==> src/qnr_pkg.sv <==
package qnr_pkg;

  localparam int WORD_BITS = 32;
  localparam int FRAC_BITS = 16;

  // square root operand: delta scaled up by the fraction bits, padded to even width
  localparam int SQ_IN_W  = WORD_BITS + FRAC_BITS + ((WORD_BITS + FRAC_BITS) % 2);
  localparam int SQ_W     = SQ_IN_W / 2;
  localparam int SQ_REM_W = SQ_W + 2;

  localparam int NUM_W   = WORD_BITS + 2;          // signed numerator
  localparam int NM_W    = WORD_BITS + 1;          // numerator magnitude
  localparam int DEN_W   = WORD_BITS + 1;          // 2 * |a|
  localparam int DIV_N_W = NM_W + FRAC_BITS;       // scaled dividend and quotient

  localparam int IN_DATA_W  = 3 * WORD_BITS + ((8 - (3 * WORD_BITS) % 8) % 8);
  localparam int OUT_BITS   = WORD_BITS + 2;
  localparam int OUT_DATA_W = OUT_BITS + ((8 - OUT_BITS % 8) % 8);

  localparam logic [1:0] ST_OK       = 2'd0;
  localparam logic [1:0] ST_NEG_DISC = 2'd1;
  localparam logic [1:0] ST_ZERO_A   = 2'd2;
  localparam logic [1:0] ST_SAT      = 2'd3;

  typedef struct packed {
    logic [WORD_BITS-1:0] a;
    logic [WORD_BITS-1:0] b;
    logic [1:0]           status;
  } sq_meta_t;

  typedef struct packed {
    logic       neg;
    logic [1:0] status;
  } div_meta_t;

endpackage

==> src/qnr_sqrt.sv <==
module qnr_sqrt
  import qnr_pkg::*;
(
  input  logic               clk,
  input  logic               rst,
  input  logic               en,
  input  logic               in_valid,
  input  logic [SQ_IN_W-1:0] in_x,
  input  sq_meta_t           in_meta,
  output logic               out_valid,
  output logic [SQ_W-1:0]    out_root,
  output sq_meta_t           out_meta
);

  logic                v    [0:SQ_W];
  logic [SQ_IN_W-1:0]  x    [0:SQ_W];
  logic [SQ_REM_W-1:0] rem  [0:SQ_W];
  logic [SQ_W-1:0]     root [0:SQ_W];
  sq_meta_t            meta [0:SQ_W];

  assign v[0]    = in_valid;
  assign x[0]    = in_x;
  assign rem[0]  = '0;
  assign root[0] = '0;
  assign meta[0] = in_meta;

  // one result bit per stage, two radicand bits consumed
  for (genvar k = 0; k < SQ_W; k++) begin : g_stage
    logic [SQ_REM_W+1:0] cat;
    logic [SQ_REM_W+1:0] trial;
    logic [SQ_REM_W+1:0] diff;
    logic                ge;

    assign cat   = {rem[k], x[k][SQ_IN_W-1 -: 2]};
    assign trial = {{(SQ_REM_W - SQ_W){1'b0}}, root[k], 2'b01};
    assign ge    = cat >= trial;
    assign diff  = cat - trial;

    always_ff @(posedge clk) begin
      if (rst) begin
        v[k+1] <= 1'b0;
      end else if (en) begin
        v[k+1] <= v[k];
      end
    end

    always_ff @(posedge clk) begin
      if (en) begin
        x[k+1]    <= x[k] << 2;
        meta[k+1] <= meta[k];
        if (ge) begin
          rem[k+1]  <= diff[SQ_REM_W-1:0];
          root[k+1] <= {root[k][SQ_W-2:0], 1'b1};
        end else begin
          rem[k+1]  <= cat[SQ_REM_W-1:0];
          root[k+1] <= {root[k][SQ_W-2:0], 1'b0};
        end
      end
    end
  end

  assign out_valid = v[SQ_W];
  assign out_root  = root[SQ_W];
  assign out_meta  = meta[SQ_W];

endmodule

==> config.mk <==
export PLATFORM = sky130hd
export DESIGN_NAME = qnr_sqrt
export DESIGN_NICKNAME = d
export VERILOG_FILES = /design/src/qnr_pkg.sv /design/src/qnr_sqrt.sv
export SDC_FILE = /design/constraint.sdc
export NUM_CORES = 2
export LEC_CHECK = 0
export BUFFER_PORTS_ARGS = -buffer_cell sky130_fd_sc_hd__buf_2
export CAP_MARGIN = 0
export CORE_MARGIN = 2
export CORE_UTILIZATION = 62
export DETAILED_ROUTE_END_ITERATION = 10
export GPL_TIMING_DRIVEN = 1
export PLACE_DENSITY_LB_ADDON = 0.08
export SLEW_MARGIN = 20
export SYNTH_ARGS = -nofsm -noshare
export SYNTH_HDL_FRONTEND = slang
export SYNTH_SLANG_ARGS = --single-unit
==> constraint.sdc <==
create_clock -name clk -period 9.6 [get_ports clk]
set_input_delay 1.92 -clock clk [delete_from_list [all_inputs] [get_ports clk]]
set_output_delay 1.92 -clock clk [all_outputs]
set_load 0.02 [all_outputs]
==> results.sh <==
export IMPL_cp_arrival_ns=4.67
export IMPL_relSlewSlack=0.3086
export IMPL_grt_usage=0.1804
export IMPL_antenna_found_initial=7
export IMPL_tns_ns=0
export IMPL_vias=51920
export IMPL_die_h_um=431.0
export IMPL_start_util=0.6248
export IMPL_layout_min_cycle_time_ns=4.050
export IMPL_hold_end="meta[840]"
export IMPL_crit_path_max_incr_delay_ns=0.45
export IMPL_dp_cells=9041
export IMPL_fp_row_count=156
export IMPL_crit_chain="ha_1 -> a211oi_1 -> nor2_1 -> o41ai_1 -> a21oi_1 -> a211o_1 -> a21o_1 -> or2_2 -> a21o_1 -> buf_4 -> mux2_2"
export IMPL_ys_types=82
export IMPL_ys_warn_count=0
export IMPL_tightest_slew_ns=1.037
export IMPL_syn_nets=7018
export IMPL_syn_cell_area_mm2=0.1131
export IMPL_cts_path_max_buffers=4
export IMPL_fin_ws_ns=5.550
export IMPL_status="finished, final reports clean"
export IMPL_root_buffer="clkbuf_16"
export IMPL_die_w_um=431.0
export IMPL_r2r_cells=11
export IMPL_timing_fmax_ghz=0.2469
export IMPL_synthToLayoutAreaGrowth_pct=11.65
export IMPL_final_util=0.6976
export IMPL_peakVddDrop_uv=217.1
export IMPL_portBuffers=208
export IMPL_path_clk_slew_ns=0.06
export IMPL_overflow=0
export IMPL_first_global_vias=51650
export IMPL_combPwrFrac=0.095
export IMPL_hpwl_mm=104.5
export IMPL_ioPinCount=209
export IMPL_cts_resized_gates=0
export IMPL_clk_latency_ns=0.90
export IMPL_cts_inserted_buffers=311
export IMPL_core_mm2=0.1809
export IMPL_netlist_instances=6575
export IMPL_p_leak_nw=46.46
export IMPL_via_per_inst=5.416
export IMPL_cpMostUsedCell="a21o_1"
export IMPL_reg2reg_to="g_stage[23].cat[16]"
export IMPL_htreeDepth=5
export IMPL_critPathKind="flop to flop"
export IMPL_drtAntennaViolNets=0
export IMPL_grt_first_pass_wirelength_mm=266.1
export IMPL_min_path_type="flop to flop"
export IMPL_cp_required_ns=10.22
export IMPL_reg2reg_slack_ns=5.55
export IMPL_powerDensity_mw_per_mm2=240.5
export IMPL_clkPwrFrac=0.366
export IMPL_worstPathMaxFanout=30
export IMPL_seq_area_frac_synth=0.7974
export IMPL_setup_viol=0
export IMPL_setup_worst_path_start_class="flop"
export IMPL_synth_edf_count=2986
export IMPL_synthFlopType="edfxtp_1"
export IMPL_globalplace_congestion=0.8776
export IMPL_fin_nets=7428
export IMPL_maxSlewViolCount=0
export IMPL_cts_tree="yes"
export IMPL_rsz0062_at_grt="false"
export IMPL_power_switching_mw=6.740
export IMPL_drive_gt1_frac=0.1036
export IMPL_dr_pass1_iters=5
export IMPL_seqPwrFrac=0.539
export IMPL_holdBufCountCts=0
export IMPL_drtIter0Drc=3729
export IMPL_cts_setup_buffers=0
export IMPL_post_place_ws_ns=5.133
export IMPL_finalHoldViolations=0
export IMPL_ys_seq_elements=3010
export IMPL_ys_async_sr_fraction=0
export IMPL_rr_startpoint="g_stage[22].cat[5]"
export IMPL_timing_final_crit_share=0.4219
export IMPL_drcViolationCount=0
export IMPL_internal_power_mw=23.61
export IMPL_wl_per_cell_um=17.32
export IMPL_wirelength_mm=166.1
export IMPL_power_mw=30.35
export IMPL_worst_setup_path_end_kind="flop"
export IMPL_hold_path_depth=0
export IMPL_min_from="meta[906]"
export IMPL_skew_ns=0.06938
export IMPL_finalNonFillerCells=9587
export IMPL_clkSinkCount=3010
export IMPL_grt_max_degree=200
export IMPL_dieArea_mm2=0.1858
export IMPL_switching_share=0.2221
export IMPL_cap_viol_max_count=0
export IMPL_slowest_stage="o41ai_1"
export IMPL_synth_avg_cell_area_um2=17.19
## power groups by stage
stage | logic, mW | registers (mW) | clock network, mW
after floorplan | 2.10 | 16.4 | 0
after global placement | 2.80 | 16.6 | 0
after detailed placement | 2.86 | 16.6 | 0
after CTS | 2.89 | 16.4 | 11.5
after global routing | 3.25 | 16.5 | 11.9
final | 2.88 | 16.4 | 11.1
## worst max-delay path: cells and delay by family, from the launching register on
| family | cells | cell delay [ns] |
|---|---|---|
| simple gates | 2 | 0.43 |
| mux | 1 | 0.30 |
| compound gates | 6 | 1.98 |
| buf+inv | 1 | 0.31 |
| fa+ha+maj | 1 | 0.37 |
| flops | 1 | 0.39 |
## metrics by stage
| stage | hold slack [ns] | area (um^2) |
|---|---|---|
| floorplan | 0.4003 | 113100 |
| global placement | 0.4001 | 116700 |
| detailed placement | 0.4045 | 116700 |
| CTS | 0.3770 | 126200 |
| global route | 0.3757 | 126200 |
| finish | 0.3782 | 126200 |
## layout make-up
cell class,instances,area (um^2)
clock buffer,389,8238
multi-input combinational,2991,20510
inverter,423,1588
fill,11420,54720
clock inverter,151,1222
timing repair buffer,248,1539
sequential,3010,90150
tap,2370,2965
antenna,5,12.51
## synthesized netlist by cell type (32+ instances only)
library cell / number / share of area
nor4_1: 62 / 0.0034
buf_4: 67 / 0.0044
o21ai_0: 184 / 0.0081
a21oi_1: 325 / 0.014
nand4_1: 51 / 0.0028
nand3_1: 73 / 0.0032
nand2_1: 271 / 0.0090
nor3_1: 119 / 0.0053
nor2_1: 364 / 0.012
mux2_2: 52 / 0.0052
nor2b_1: 52 / 0.0029
xor2_1: 207 / 0.016
a21o_1: 121 / 0.0080
ha_1: 325 / 0.036
o31ai_1: 32 / 0.0021
inv_1: 423 / 0.014
or3_1: 36 / 0.0020
xnor2_1: 234 / 0.018
o21a_1: 74 / 0.0049
nand2b_1: 60 / 0.0033
clkbuf_1: 73 / 0.0024
edfxtp_1: 2986 / 0.79
## cell usage in the layout, fill, tap and decap left out, types with 60 or more instances in the layout
| master | count |
|---|---|
| ha_1 | 325 |
| clkbuf_16 | 318 |
| xor2_1 | 207 |
| inv_1 | 423 |
| nor4_1 | 62 |
| nor2_1 | 364 |
| nand3_1 | 73 |
| a21oi_1 | 325 |
| buf_2 | 207 |
| clkbuf_1 | 67 |
| nor3_1 | 119 |
| nand2b_1 | 60 |
| clkinv_1 | 72 |
| xnor2_1 | 234 |
| a21o_1 | 121 |
| o21ai_0 | 184 |
| edfxtp_1 | 2986 |
| nand2_1 | 270 |
| o21a_1 | 74 |
## per-layer routing
| metal | global-route usage | vias up | share of wire |
|---|---|---|---|
| met4 | 0.06828 | 0 | 0.033 |
| met2 | 0.3109 | 914 | 0.51 |
| met1 | 0.2317 | 25050 | 0.42 |
| li1 | - | 25570 | - |
| met3 | 0.03002 | 384 | 0.037 |
| met5 | 0 | - | 0 |
## state kept, by name, indices dropped and copies added, names as in the netlist
name / count
meta: 1518
g_stage.cat: 596
out_meta: 66
x: 506
g_stage.trial: 276
out_valid: 1
v: 23
out_root: 24
## cells by family after synthesis
family / synth area share
AND/OR/NAND/NOR: 0.05360
buffers and inverters: 0.02133
other: 0.00003317
flip-flops: 0.7974
multiplexers: 0.007836
XOR/XNOR: 0.03416
adder cells (fa/ha/maj): 0.03597
AO/OA/AOI/OAI: 0.04969
## how the worst max path moves through the flow
stage / startpoint / endpoint / slack [ns] / cells past startpoint
4_1_cts: g_stage[7].cat[2] / g_stage[8].cat[17] / 5.38 / 11
3_3_place_gp: en / meta[442] / 5.18 / 3
6_report: g_stage[22].cat[5] / g_stage[23].cat[16] / 5.55 / 11
5_1_grt: g_stage[21].cat[2] / g_stage[22].cat[24] / 5.28 / 13
2_1_floorplan: g_stage[22].cat[5] / g_stage[23].cat[16] / 6.18 / 12
3_5_place_dp: en / meta[442] / 5.13 / 3
Power figures use the tool's default switching activity.
